File: config.mk
export PLATFORM = sky130hd
export DESIGN_NAME = raised_cosine_speed_profile
export DESIGN_NICKNAME = d
export VERILOG_FILES = /design/src/rtl/core/rcsp_pkg.sv /design/src/rtl/core/raised_cosine_speed_profile.sv /design/src/rtl/core/rcsp_cmd_stage.sv /design/src/rtl/core/rcsp_const_div.sv /design/src/rtl/core/rcsp_profile_out.sv
export SDC_FILE = /design/constraint.sdc
export NUM_CORES = 2
export LEC_CHECK = 0
export BUFFER_PORTS_ARGS = -buffer_cell sky130_fd_sc_hd__buf_4
export CELL_PAD_IN_SITES_DETAIL_PLACEMENT = 1
export CELL_PAD_IN_SITES_GLOBAL_PLACEMENT = 2
export CORE_MARGIN = 8
export CORE_UTILIZATION = 40
export DETAILED_ROUTE_END_ITERATION = 10
export PLACE_DENSITY_LB_ADDON = 0.1
export SLEW_MARGIN = 20
export SYNTH_ARGS = -nofsm -noshare
export SYNTH_HDL_FRONTEND = slang
export SYNTH_SLANG_ARGS = --single-unit
File: constraint.sdc
create_clock -name clk -period 9.1 [get_ports clk]
set_input_delay 0.91 -clock clk [delete_from_list [all_inputs] [get_ports clk]]
set_output_delay 0.91 -clock clk [all_outputs]
set_load 0.01 [all_outputs]
File: src/rtl/core/rcsp_pkg.sv
// rcsp_pkg: constants, types and the ramp table function for the
// raised-cosine speed profile block. No dependencies.
package rcsp_pkg;

  localparam int COS_TABLE_ENTRIES_DEF = 256;

  // field widths
  localparam int DIST_W   = 16;
  localparam int ANGLE_W  = 15;
  localparam int SPEED_W  = 12;
  localparam int TURN_W   = 14;
  localparam int RATE_W   = 13;
  localparam int PCT_W    = 7;
  localparam int ROM_W    = 16;
  localparam int SPAN_X_W = 11;
  localparam int IN_DATA_W  = 32;
  localparam int OUT_DATA_W = 48;

  // distance band, 1/16 units
  localparam int DIST_LO   = 160;
  localparam int DIST_HI   = 1600;
  localparam int DIST_SPAN = 1440;
  localparam int SPEED_MIN = 400;
  localparam int SPEED_MAX = 2080;

  // heading band, Q3.12 radians
  localparam int ANG_LO   = 205;
  localparam int ANG_HI   = 2143;
  localparam int ANG_SPAN = 1938;
  localparam int RATE_MIN = 1024;
  localparam int RATE_MAX = 5120;

  localparam int HALF_PI_Q12 = 6434;
  localparam int PI_Q12      = 12868;

  localparam int PCT_FULL    = 100;
  localparam int ROM_FRAC    = 15;
  // rate span is 2^12, so the scaled ramp reduces to a rounded shift
  localparam int RATE_SHIFT  = 3;
  localparam int RECIP_SHIFT = 32;

  // configuration port
  localparam int CFG_ADDR_W = 3;
  localparam int CFG_DATA_W = 32;
  localparam logic [0:0] REG_FIX_SPEED = 1'b0;

  // odd sine polynomial, Q30
  localparam logic [63:0] SIN_C1 = 64'd1686629713;
  localparam logic [63:0] SIN_C3 = 64'd693598668;
  localparam logic [63:0] SIN_C5 = 64'd85569306;
  localparam logic [63:0] SIN_C7 = 64'd5026995;
  localparam logic [63:0] SIN_C9 = 64'd172272;

  typedef enum logic [1:0] {
    CLS_ZERO = 2'd0,
    CLS_MIN  = 2'd1,
    CLS_MAX  = 2'd2,
    CLS_RAMP = 2'd3
  } ramp_cls_t;

  typedef struct packed {
    ramp_cls_t                   spd_cls;
    ramp_cls_t                   rate_cls;
    logic signed [ANGLE_W-1:0]   heading;
  } prof_side_t;

  // load enables for a module holding two pipeline ranks
  typedef struct packed {
    logic early;
    logic late;
  } stage_en_t;

  // numerator width of the table index division for a given span
  function automatic int num_w(input int span, input int entries);
    return $clog2(span * (entries - 1) + (span >> 1) + 1);
  endfunction

  // (1 - cos(pi x)) / 2 in Q15 as sin^2(pi/2 x), x in Q30
  function automatic logic [ROM_W-1:0] ramp_from_x(input logic [63:0] x);
    logic [63:0] x2;
    logic [63:0] p;
    logic [63:0] s;
    logic [63:0] sq;
    x2 = (x * x) >> 30;
    p  = SIN_C9;
    p  = SIN_C7 - ((x2 * p) >> 30);
    p  = SIN_C5 - ((x2 * p) >> 30);
    p  = SIN_C3 - ((x2 * p) >> 30);
    p  = SIN_C1 - ((x2 * p) >> 30);
    s  = (x * p) >> 30;
    if (s > (64'd1 << 30)) begin
      s = 64'd1 << 30;
    end
    sq = (s * s + (64'd1 << 44)) >> 45;
    return sq[ROM_W-1:0];
  endfunction

endpackage

File: src/rtl/core/raised_cosine_speed_profile.sv
// raised_cosine_speed_profile: top level, handshake control, sideband
// pipeline and configuration register. Uses rcsp_pkg and all rcsp modules.
//
// One command beat per clock is accepted while the output side does not
// stall, and each gives one result beat. The heading register is
// updated in the input rank at the cycle of acceptance, so a command can
// follow its predecessor in the very next cycle. After the
// input rank come classification, a reciprocal multiply and a correction
// step that turn distance and heading into ramp table indices, a read of the
// raised-cosine table (COS_TABLE_ENTRIES entries, built at elaboration) and
// the final scaling into the result register. Every rank stalls only when
// the one after it is full and stalled, so a waiting result does not stop
// new commands from entering. fix_speed_percent is written over the APB
// port at byte address 0 and should be changed only while no command is in
// flight.
module raised_cosine_speed_profile import rcsp_pkg::*; #(
  parameter int COS_TABLE_ENTRIES = COS_TABLE_ENTRIES_DEF
) (
  input  logic                  clk,
  input  logic                  rst_n,
  input  logic                  in_tvalid,
  output logic                  in_tready,
  // distance [15:0], motion_angle [30:16], forward [31]
  input  logic [IN_DATA_W-1:0]  in_tdata,
  output logic                  out_tvalid,
  input  logic                  out_tready,
  // speed [11:0], turn_rate [25:12], heading [40:26], zero [47:41]
  output logic [OUT_DATA_W-1:0] out_tdata,
  input  logic                  cfg_psel,
  input  logic                  cfg_penable,
  input  logic                  cfg_pwrite,
  input  logic [CFG_ADDR_W-1:0] cfg_paddr,
  input  logic [CFG_DATA_W-1:0] cfg_pwdata,
  output logic [CFG_DATA_W-1:0] cfg_prdata,
  output logic                  cfg_pready
);

  localparam int NS_W = num_w(DIST_SPAN, COS_TABLE_ENTRIES);
  localparam int NA_W = num_w(ANG_SPAN, COS_TABLE_ENTRIES);
  localparam int K_W  = $clog2(COS_TABLE_ENTRIES);

  logic v_a_r, v_b_r, v_c_r, v_d_r, v_e_r, out_valid_r;
  logic en_a, en_b, en_c, en_d, en_e, en_f;
  logic in_beat;

  logic signed [ANGLE_W-1:0] heading_state;
  prof_side_t                side_b;
  prof_side_t                side_c_r;
  prof_side_t                side_d_r;
  logic [NS_W-1:0]           num_spd;
  logic [NA_W-1:0]           num_rate;
  logic [K_W-1:0]            k_spd;
  logic [K_W-1:0]            k_rate;
  logic [SPEED_W-1:0]        speed;
  logic signed [TURN_W-1:0]  turn_rate;
  logic signed [ANGLE_W-1:0] heading;
  logic [PCT_W-1:0]          fix_pct_r;
  logic                      cfg_wr;

  // a rank loads when it is empty or the rank after it moves on
  assign en_f = !out_valid_r || out_tready;
  assign en_e = !v_e_r || en_f;
  assign en_d = !v_d_r || en_e;
  assign en_c = !v_c_r || en_d;
  assign en_b = !v_b_r || en_c;
  assign en_a = !v_a_r || en_b;

  assign in_tready = en_a;
  assign in_beat   = in_tvalid && en_a;

  always_ff @(posedge clk) begin
    if (!rst_n) begin
      v_a_r       <= 1'b0;
      v_b_r       <= 1'b0;
      v_c_r       <= 1'b0;
      v_d_r       <= 1'b0;
      v_e_r       <= 1'b0;
      out_valid_r <= 1'b0;
    end else begin
      if (en_a) v_a_r <= in_tvalid;
      if (en_b) v_b_r <= v_a_r;
      if (en_c) v_c_r <= v_b_r;
      if (en_d) v_d_r <= v_c_r;
      if (en_e) v_e_r <= v_d_r;
      if (en_f) out_valid_r <= v_e_r;
    end
  end

  rcsp_cmd_stage #(
    .COS_TABLE_ENTRIES (COS_TABLE_ENTRIES),
    .NS_W              (NS_W),
    .NA_W              (NA_W)
  ) u_cmd (
    .clk           (clk),
    .rst_n         (rst_n),
    .in_load       (in_beat),
    .en_a          (en_a),
    .en_b          (en_b),
    .dist_in       (in_tdata[DIST_W-1:0]),
    .angle_in      ($signed(in_tdata[DIST_W +: ANGLE_W])),
    .fwd_in        (in_tdata[DIST_W + ANGLE_W]),
    .heading_state (heading_state),
    .side_b        (side_b),
    .num_spd       (num_spd),
    .num_rate      (num_rate)
  );

  rcsp_const_div #(
    .DIVISOR (DIST_SPAN),
    .N_W     (NS_W),
    .Q_W     (K_W)
  ) u_div_spd (
    .clk  (clk),
    .en   ('{early: en_c, late: en_d}),
    .num  (num_spd),
    .quot (k_spd)
  );

  rcsp_const_div #(
    .DIVISOR (ANG_SPAN),
    .N_W     (NA_W),
    .Q_W     (K_W)
  ) u_div_rate (
    .clk  (clk),
    .en   ('{early: en_c, late: en_d}),
    .num  (num_rate),
    .quot (k_rate)
  );

  // sideband follows the divider ranks
  always_ff @(posedge clk) begin
    if (en_c) side_c_r <= side_b;
    if (en_d) side_d_r <= side_c_r;
  end

  rcsp_profile_out #(
    .COS_TABLE_ENTRIES (COS_TABLE_ENTRIES),
    .K_W               (K_W)
  ) u_out (
    .clk       (clk),
    .en        ('{early: en_e, late: en_f}),
    .k_spd     (k_spd),
    .k_rate    (k_rate),
    .side_d    (side_d_r),
    .fix_pct   (fix_pct_r),
    .speed     (speed),
    .turn_rate (turn_rate),
    .heading   (heading)
  );

  assign out_tvalid = out_valid_r;
  assign out_tdata  = {(OUT_DATA_W - SPEED_W - TURN_W - ANGLE_W)'(0),
                       heading, turn_rate, speed};

  // configuration register
  assign cfg_wr = cfg_psel && cfg_penable && cfg_pwrite && cfg_pready
                  && (cfg_paddr[CFG_ADDR_W-1:2] == REG_FIX_SPEED);

  always_ff @(posedge clk) begin
    if (!rst_n) begin
      fix_pct_r <= '0;
    end else if (cfg_wr) begin
      fix_pct_r <= cfg_pwdata[PCT_W-1:0];
    end
  end

  assign cfg_pready = 1'b1;
  assign cfg_prdata = (cfg_paddr[CFG_ADDR_W-1:2] == REG_FIX_SPEED)
                      ? CFG_DATA_W'(fix_pct_r) : '0;

  // a command with zero distance leaves the heading alone
  a_zero_dist_keeps_heading: assert property (@(posedge clk) disable iff (!rst_n)
    in_tvalid && in_tready && (in_tdata[DIST_W-1:0] == '0) |=> $stable(heading_state))
    else $error("heading changed on a zero-distance command");

  // a write to the override register is visible in the cycle after it
  a_cfg_write_lands: assert property (@(posedge clk) disable iff (!rst_n)
    cfg_psel && cfg_penable && cfg_pwrite
      && (cfg_paddr[CFG_ADDR_W-1:2] == REG_FIX_SPEED)
    |=> fix_pct_r == $past(cfg_pwdata[PCT_W-1:0]))
    else $error("override register not updated by write");

  // a taken result with nothing behind it leaves the output empty
  a_no_phantom_result: assert property (@(posedge clk) disable iff (!rst_n)
    out_tvalid && out_tready && !v_e_r |=> !out_tvalid)
    else $error("result beat appeared with no command behind it");

endmodule

File: src/rtl/core/rcsp_cmd_stage.sv
// rcsp_cmd_stage: input rank with the heading state and backward fold,
// then band classification and table index numerators. Uses rcsp_pkg.
module rcsp_cmd_stage import rcsp_pkg::*; #(
  parameter int COS_TABLE_ENTRIES = COS_TABLE_ENTRIES_DEF,
  parameter int NS_W = num_w(DIST_SPAN, COS_TABLE_ENTRIES),
  parameter int NA_W = num_w(ANG_SPAN, COS_TABLE_ENTRIES)
) (
  input  logic                      clk,
  input  logic                      rst_n,
  input  logic                      in_load,
  input  logic                      en_a,
  input  logic                      en_b,
  input  logic [DIST_W-1:0]         dist_in,
  input  logic signed [ANGLE_W-1:0] angle_in,
  input  logic                      fwd_in,
  output logic signed [ANGLE_W-1:0] heading_state,
  output prof_side_t                side_b,
  output logic [NS_W-1:0]           num_spd,
  output logic [NA_W-1:0]           num_rate
);

  localparam int LAST = COS_TABLE_ENTRIES - 1;

  logic [DIST_W-1:0]         dist_a_r;
  logic signed [ANGLE_W-1:0] head_r;
  logic signed [ANGLE_W-1:0] head_nxt;
  logic signed [ANGLE_W-1:0] fold;
  logic [ANGLE_W-1:0]        mag;
  logic [SPAN_X_W-1:0]       x_spd;
  logic [SPAN_X_W-1:0]       x_ang;
  prof_side_t                side_nxt;
  logic [NS_W-1:0]           num_spd_nxt;
  logic [NA_W-1:0]           num_rate_nxt;
  prof_side_t                side_b_r;
  logic [NS_W-1:0]           num_spd_r;
  logic [NA_W-1:0]           num_rate_r;

  // reverse motion folds the angle into plus or minus half pi
  always_comb begin
    fold = angle_in;
    if (!fwd_in) begin
      if (angle_in >= HALF_PI_Q12) begin
        fold = ANGLE_W'(angle_in - PI_Q12);
      end else if (angle_in <= -HALF_PI_Q12) begin
        fold = ANGLE_W'(angle_in + PI_Q12);
      end
    end
    head_nxt = (dist_in != '0) ? fold : head_r;
  end

  always_ff @(posedge clk) begin
    if (!rst_n) begin
      head_r <= '0;
    end else if (in_load) begin
      head_r <= head_nxt;
    end
  end

  always_ff @(posedge clk) begin
    if (en_a) begin
      dist_a_r <= dist_in;
    end
  end

  assign mag   = head_r[ANGLE_W-1] ? ANGLE_W'(-head_r) : ANGLE_W'(head_r);
  assign x_spd = SPAN_X_W'(dist_a_r - DIST_W'(DIST_LO));
  assign x_ang = SPAN_X_W'(mag - ANGLE_W'(ANG_LO));

  always_comb begin
    side_nxt.heading = head_r;
    if (dist_a_r == '0) begin
      side_nxt.spd_cls = CLS_ZERO;
    end else if (dist_a_r > DIST_W'(DIST_HI)) begin
      side_nxt.spd_cls = CLS_MAX;
    end else if (dist_a_r < DIST_W'(DIST_LO)) begin
      side_nxt.spd_cls = CLS_MIN;
    end else begin
      side_nxt.spd_cls = CLS_RAMP;
    end
    if (mag == '0) begin
      side_nxt.rate_cls = CLS_ZERO;
    end else if (mag > ANGLE_W'(ANG_HI)) begin
      side_nxt.rate_cls = CLS_MAX;
    end else if (mag < ANGLE_W'(ANG_LO)) begin
      side_nxt.rate_cls = CLS_MIN;
    end else begin
      side_nxt.rate_cls = CLS_RAMP;
    end
    num_spd_nxt  = NS_W'(x_spd) * NS_W'(LAST) + NS_W'(DIST_SPAN / 2);
    num_rate_nxt = NA_W'(x_ang) * NA_W'(LAST) + NA_W'(ANG_SPAN / 2);
  end

  always_ff @(posedge clk) begin
    if (en_b) begin
      side_b_r   <= side_nxt;
      num_spd_r  <= num_spd_nxt;
      num_rate_r <= num_rate_nxt;
    end
  end

  assign heading_state = head_r;
  assign side_b        = side_b_r;
  assign num_spd       = num_spd_r;
  assign num_rate      = num_rate_r;

endmodule

File: src/rtl/core/rcsp_const_div.sv
// rcsp_const_div: two-rank division by a constant, reciprocal multiply
// then one compare-and-correct step. Uses rcsp_pkg.
module rcsp_const_div import rcsp_pkg::*; #(
  parameter int DIVISOR = DIST_SPAN,
  parameter int N_W     = num_w(DIST_SPAN, COS_TABLE_ENTRIES_DEF),
  parameter int Q_W     = $clog2(COS_TABLE_ENTRIES_DEF)
) (
  input  logic           clk,
  input  stage_en_t      en,
  input  logic [N_W-1:0] num,
  output logic [Q_W-1:0] quot
);

  localparam logic [63:0] RECIP = (64'd1 << RECIP_SHIFT) / DIVISOR;
  localparam int M_W    = $clog2(RECIP + 1);
  localparam int PROD_W = N_W + M_W;

  logic [PROD_W-1:0] prod_r;
  logic [N_W-1:0]    num_c_r;
  logic [Q_W-1:0]    q0;
  logic [N_W-1:0]    qd;
  logic [N_W-1:0]    rem;
  logic [Q_W-1:0]    quot_nxt;
  logic [Q_W-1:0]    quot_r;

  always_ff @(posedge clk) begin
    if (en.early) begin
      prod_r  <= PROD_W'(num) * PROD_W'(RECIP);
      num_c_r <= num;
    end
  end

  // the estimate is low by at most one
  assign q0       = Q_W'(prod_r >> RECIP_SHIFT);
  assign qd       = N_W'(q0) * N_W'(DIVISOR);
  assign rem      = num_c_r - qd;
  assign quot_nxt = (rem >= N_W'(DIVISOR)) ? q0 + Q_W'(1) : q0;

  always_ff @(posedge clk) begin
    if (en.late) begin
      quot_r <= quot_nxt;
    end
  end

  assign quot = quot_r;

endmodule

File: src/rtl/core/rcsp_profile_out.sv
// rcsp_profile_out: ramp table read, scaling, override and sign, ending in
// the result register. Uses rcsp_pkg (ramp_from_x builds the table).
module rcsp_profile_out import rcsp_pkg::*; #(
  parameter int COS_TABLE_ENTRIES = COS_TABLE_ENTRIES_DEF,
  parameter int K_W = $clog2(COS_TABLE_ENTRIES)
) (
  input  logic                      clk,
  input  stage_en_t                 en,
  input  logic [K_W-1:0]            k_spd,
  input  logic [K_W-1:0]            k_rate,
  input  prof_side_t                side_d,
  input  logic [PCT_W-1:0]          fix_pct,
  output logic [SPEED_W-1:0]        speed,
  output logic signed [TURN_W-1:0]  turn_rate,
  output logic signed [ANGLE_W-1:0] heading
);

  localparam int LAST = COS_TABLE_ENTRIES - 1;
  localparam logic [63:0] LAST_DIV = 64'(LAST);
  localparam int OVR_ENTRIES = 1 << PCT_W;
  localparam int SPD_PROD_W  = ROM_W + SPAN_X_W;

  logic [ROM_W-1:0]   ramp_rom [COS_TABLE_ENTRIES];
  logic [SPEED_W-1:0] ovr_rom  [OVR_ENTRIES];

  for (genvar g = 0; g < COS_TABLE_ENTRIES; g++) begin : g_ramp
    localparam logic [63:0] XQ = (64'(g) << 30) / LAST_DIV;
    localparam logic [ROM_W-1:0] RVAL = ramp_from_x(XQ);
    assign ramp_rom[g] = RVAL;
  end

  // percents above full scale count as full scale
  for (genvar g = 0; g < OVR_ENTRIES; g++) begin : g_ovr
    localparam int PC = (g > PCT_FULL) ? PCT_FULL : g;
    localparam logic [SPEED_W-1:0] OVAL =
      SPEED_W'((PC * SPEED_MAX + PCT_FULL / 2) / PCT_FULL);
    assign ovr_rom[g] = OVAL;
  end

  logic [ROM_W-1:0]          r_spd_r;
  logic [ROM_W-1:0]          r_rate_r;
  prof_side_t                side_e_r;
  logic [SPD_PROD_W-1:0]     spd_prod;
  logic [SPEED_W-1:0]        spd_ramp;
  logic [ROM_W:0]            rate_sum;
  logic [RATE_W-1:0]         rate_ramp;
  logic [SPEED_W-1:0]        speed_nxt;
  logic [RATE_W-1:0]         rate;
  logic signed [TURN_W-1:0]  turn_nxt;
  logic [SPEED_W-1:0]        speed_r;
  logic signed [TURN_W-1:0]  turn_r;
  logic signed [ANGLE_W-1:0] heading_r;

  always_ff @(posedge clk) begin
    if (en.early) begin
      r_spd_r  <= ramp_rom[k_spd];
      r_rate_r <= ramp_rom[k_rate];
      side_e_r <= side_d;
    end
  end

  assign spd_prod  = SPD_PROD_W'(r_spd_r) * SPD_PROD_W'(SPEED_MAX - SPEED_MIN)
                   + SPD_PROD_W'(1 << (ROM_FRAC - 1));
  assign spd_ramp  = SPEED_W'(SPEED_MIN) + SPEED_W'(spd_prod >> ROM_FRAC);
  assign rate_sum  = {1'b0, r_rate_r} + (ROM_W + 1)'(1 << (RATE_SHIFT - 1));
  assign rate_ramp = RATE_W'(RATE_MIN) + RATE_W'(rate_sum >> RATE_SHIFT);

  always_comb begin
    case (side_e_r.spd_cls)
      CLS_ZERO: speed_nxt = '0;
      CLS_MIN:  speed_nxt = SPEED_W'(SPEED_MIN);
      CLS_MAX:  speed_nxt = SPEED_W'(SPEED_MAX);
      CLS_RAMP: speed_nxt = spd_ramp;
      default:  speed_nxt = '0;
    endcase
    if (side_e_r.spd_cls != CLS_ZERO && fix_pct != '0) begin
      speed_nxt = ovr_rom[fix_pct];
    end
    case (side_e_r.rate_cls)
      CLS_ZERO: rate = '0;
      CLS_MIN:  rate = RATE_W'(RATE_MIN);
      CLS_MAX:  rate = RATE_W'(RATE_MAX);
      CLS_RAMP: rate = rate_ramp;
      default:  rate = '0;
    endcase
    turn_nxt = side_e_r.heading[ANGLE_W-1] ? -TURN_W'(rate) : TURN_W'(rate);
  end

  always_ff @(posedge clk) begin
    if (en.late) begin
      speed_r   <= speed_nxt;
      turn_r    <= turn_nxt;
      heading_r <= side_e_r.heading;
    end
  end

  assign speed     = speed_r;
  assign turn_rate = turn_r;
  assign heading   = heading_r;

endmodule

==> reports/results.tsv <==
stage	metric	value	unit
run_status	outcome	completed	
finish	fill_cells	11900	
logic_synthesis	synth_top_area_share	19.1	%
clocking	cts_setup_buffers	0	
clocking	cts_buffer_depth	3	
die	dieHeight	338	µm
finish	multiInputGateArea	29400	µm²
drt	drt_first_pass_iters	6	
drt	finalWirelength	129	mm
global_route	grt_pass1_wl	205	mm
sta	timing.hold.ws	0.417	ns
sta	slew_headroom	32.1	%
finish	layout-drive-gt1-share	5.92	%
global_route	grt_max_degree	176	
sta	slew_viol_final	0	
logic_synthesis	synth.avg_cell_area	9.02	µm²
run	maxCapViolCount	0	
clocking	clk_latency	0.57	ns
drt	drt-initial-drc-count	2243	
die	core_area	103000	µm²
place	numPortBuffers	96	
critical_path	crit_type	flip-flop to flip-flop	
place	dpl-instance-area	43400	µm²
clocking	root_buffer	clkbuf_16	
critical_path	r2r_cells	27	
critical_path	reg2reg_slack	1.46	ns
critical_path	endpoint	u_cmd.num_rate[18]$_DFFE_PP_	
place	gp_congestion	0.917	
critical_path	critPathMaxFanout	12	
finish	final_util	43.3	%
critical_path	r2r_end	u_cmd.num_rate[18]$_DFFE_PP_	
logic_synthesis	synth.most_common_cell	inv_1	
die	rows	118	
critical_path	startpoint	u_cmd.heading_state[0]$_SDFFE_PN0P_	
logic_synthesis	syn_inst	4612	
drt	detail-route-antenna-nets	0	
die	io_pins	157	
logic_synthesis	synthFlopType	edfxtp_1	
logic_synthesis	synth_area	41600	µm²
critical_path	endpoint_kind	flip-flop	
drt	vias	33500	
finish	regArea	8490	µm²
sta	finalCriticalPeriod	7.64	ns
finish	final_area	44800	µm²
critical_path	critPathRequiredTime	9.39	ns
global_route	grt_util_all_layers	22.0	%
drt	vias_per_cell	5.58	
clocking	ctsHoldBuffers	0	
sta	min_period_over_period	84.0	%
logic_synthesis	async_reset_ff_share	0	%
global_route	grt_pass1_vias	35100	
global_route	grt_antenna_before_repair	11	
die	die_w	338	µm
critical_path	cp-start-kind	flip-flop	
logic_synthesis	ys_ff_latch	292	
die	die_area	115000	µm²
drt	post_drt_wl_per_cell	21.4	µm
sta	max_freq	131	MHz
logic_synthesis	ys_types	101	
worst_hold_path	worst_hold_path_type	flip-flop to flip-flop	
clocking	h-tree-depth	2	
sta	tightest_slew	0.993	ns
place	dp_hpwl	99.0	mm
sta	fin_tns_setup	0	ns
sta	finalSetupViolations	0	
logic_synthesis	yosys.area.top_type	edfxtp_1	
global_route	grt_overflow_total	0	
logic_synthesis	synth.area.top_cells	edfxtp_1 (19%), ha_1 (19%), fa_1 (18%)	
critical_path	cp.arrival	7.93	ns
logic_synthesis	synth-edff-count	264	
clocking	cts_buffers	39	
clocking	clkTransAtPathRegs	0.06	ns
finish	syn2layout_area_growth	7.64	%
logic_synthesis	yosys_warnings	0	
clocking	cts_resized	0	
die	start_util	40.2	%
clocking	cts_num_sinks	292	
drt	route.detailed.drc	0	
sta	rsz0062_at_grt	no	
clocking	cts_tree	done	
sta	skew	0.0312	ns
logic_synthesis	synthTopCellsByCount	inv_1 (716), ha_1 (620), fa_1 (364)	
logic_synthesis	synth-seq-area-share	20.4	%
finish	layout.nets	5635	
critical_path	reg2reg_from	u_cmd.heading_state[0]$_SDFFE_PN0P_	
sta	hold_viol_final	0	
## stage by stage
step / setup slack [ns] / instances
6_report: 1.46 / 5994
5_1_grt: 0.863 / 5989
4_1_cts: 1.36 / 5988
3_5_place_dp: 1.44 / 5916
3_3_place_gp: 1.55 / 5916
2_1_floorplan: 2.50 / 4643
## kinds of logic after synthesis
group / count (synthesis) / share of synthesized area [%]
XOR/XNOR: 185 / 3.97
AND/OR/NAND/NOR: 1050 / 11.9
multiplexers: 50 / 1.67
flip-flops: 292 / 20.4
other: 2 / 0.0181
AO/OA/AOI/OAI: 1078 / 16.7
adder cells (fa/ha/maj): 985 / 36.2
buffers and inverters: 970 / 9.15
## sequential cells by signal (all words and copies together), names as in the netlist, 7 cells and up
| register | cells |
|---|---|
| fix_pct_r | 7 |
| side_c_r | 19 |
| side_d_r | 19 |
| u_cmd.dist_a_r | 16 |
| u_cmd.heading_state | 15 |
| u_cmd.num_rate | 19 |
| u_cmd.num_spd | 19 |
| u_cmd.side_b | 18 |
| u_div_rate.num_c_r | 18 |
| u_div_rate.prod_r | 8 |
| u_div_rate.quot | 8 |
| u_div_spd.num_c_r | 14 |
| u_div_spd.prod_r | 8 |
| u_div_spd.quot | 8 |
| u_out.heading | 15 |
| u_out.r_rate_r | 14 |
| u_out.r_spd_r | 16 |
| u_out.side_e_r | 19 |
| u_out.speed | 12 |
| u_out.turn_rate | 14 |
## cell usage in the layout, fill, tap and decap left out, types with 30 or more instances in the layout
cell / netlist / final
mux2i_1: 31 / 31
conb_1: 2 / 33
a21o_1: 54 / 54
ha_1: 620 / 620
nor2_1: 294 / 294
o211ai_1: 51 / 51
nand2_1: 322 / 320
nand2b_1: 37 / 37
a31oi_1: 53 / 53
a21oi_1: 306 / 306
a211oi_1: 56 / 56
nor3_1: 85 / 85
xor2_1: 65 / 65
inv_1: 716 / 713
fa_1: 364 / 364
buf_4: 34 / 142
nor2b_1: 51 / 51
and3_1: 30 / 30
o21ai_0: 252 / 252
nand3_1: 83 / 83
xnor2_1: 118 / 118
clkbuf_16: 0 / 39
edfxtp_1: 264 / 264
## layer usage
metal,wire length [µm],global-route usage [%]
met2,57800,35.1
met1,60600,31.4
met3,6600,2.81
met5,40,0
met4,3440,5.79
## final cells by class
| class | instances | share of cell area, % |
|---|---|---|
| sequential | 292 | 19.0 |
| antenna | 6 | 0.0335 |
| timing repair buffer | 143 | 2.43 |
| tap | 1380 | 3.86 |
| clock inverter | 25 | 0.668 |
| multi-input combinational | 3381 | 65.7 |
| inverter | 720 | 6.04 |
| clock buffer | 47 | 2.29 |
## worst min path at each step
stage | end | slack, ns | cells past startpoint | startpoint
floorplan | side_c_r[10]$_DFFE_PP_ | 0.40 | 0 | u_cmd.side_b[10]$_DFFE_PP_
global placement | u_out.heading[6]$_DFFE_PP_ | 0.40 | 0 | u_out.side_e_r[6]$_DFFE_PP_
detailed placement | side_d_r[10]$_DFFE_PP_ | 0.41 | 0 | side_c_r[10]$_DFFE_PP_
CTS | side_c_r[2]$_DFFE_PP_ | 0.42 | 0 | u_cmd.side_b[2]$_DFFE_PP_
global route | u_out.side_e_r[13]$_DFFE_PP_ | 0.42 | 0 | side_d_r[13]$_DFFE_PP_
finish | side_c_r[3]$_DFFE_PP_ | 0.42 | 0 | u_cmd.side_b[3]$_DFFE_PP_
## worst max-delay path: stages, from the launching register on
cell and delay, ns:
dfxtp_1 0.64, inv_1 0.29, ha_1 0.35, nor2b_1 0.19, inv_1 0.10, o21ai_0 0.09, xnor2_1 0.39, a21o_1 0.16
o21bai_1 0.08, or2_2 0.32, nand2_1 0.09, xor2_1 0.30, inv_1 0.20, fa_1 0.62, inv_1 0.10, fa_1 0.51
inv_1 0.05, fa_1 0.47, inv_1 0.05, fa_1 0.47, ha_1 0.33, a21oi_1 0.22, nor2b_1 0.09, o21a_1 0.18
o41ai_1 0.55, o2111ai_1 0.22, a21oi_1 0.20, xnor2_1 0.08
Power is not shown: default switching activity piles up to over one toggle a cycle in this logic, so the estimate is an artifact.
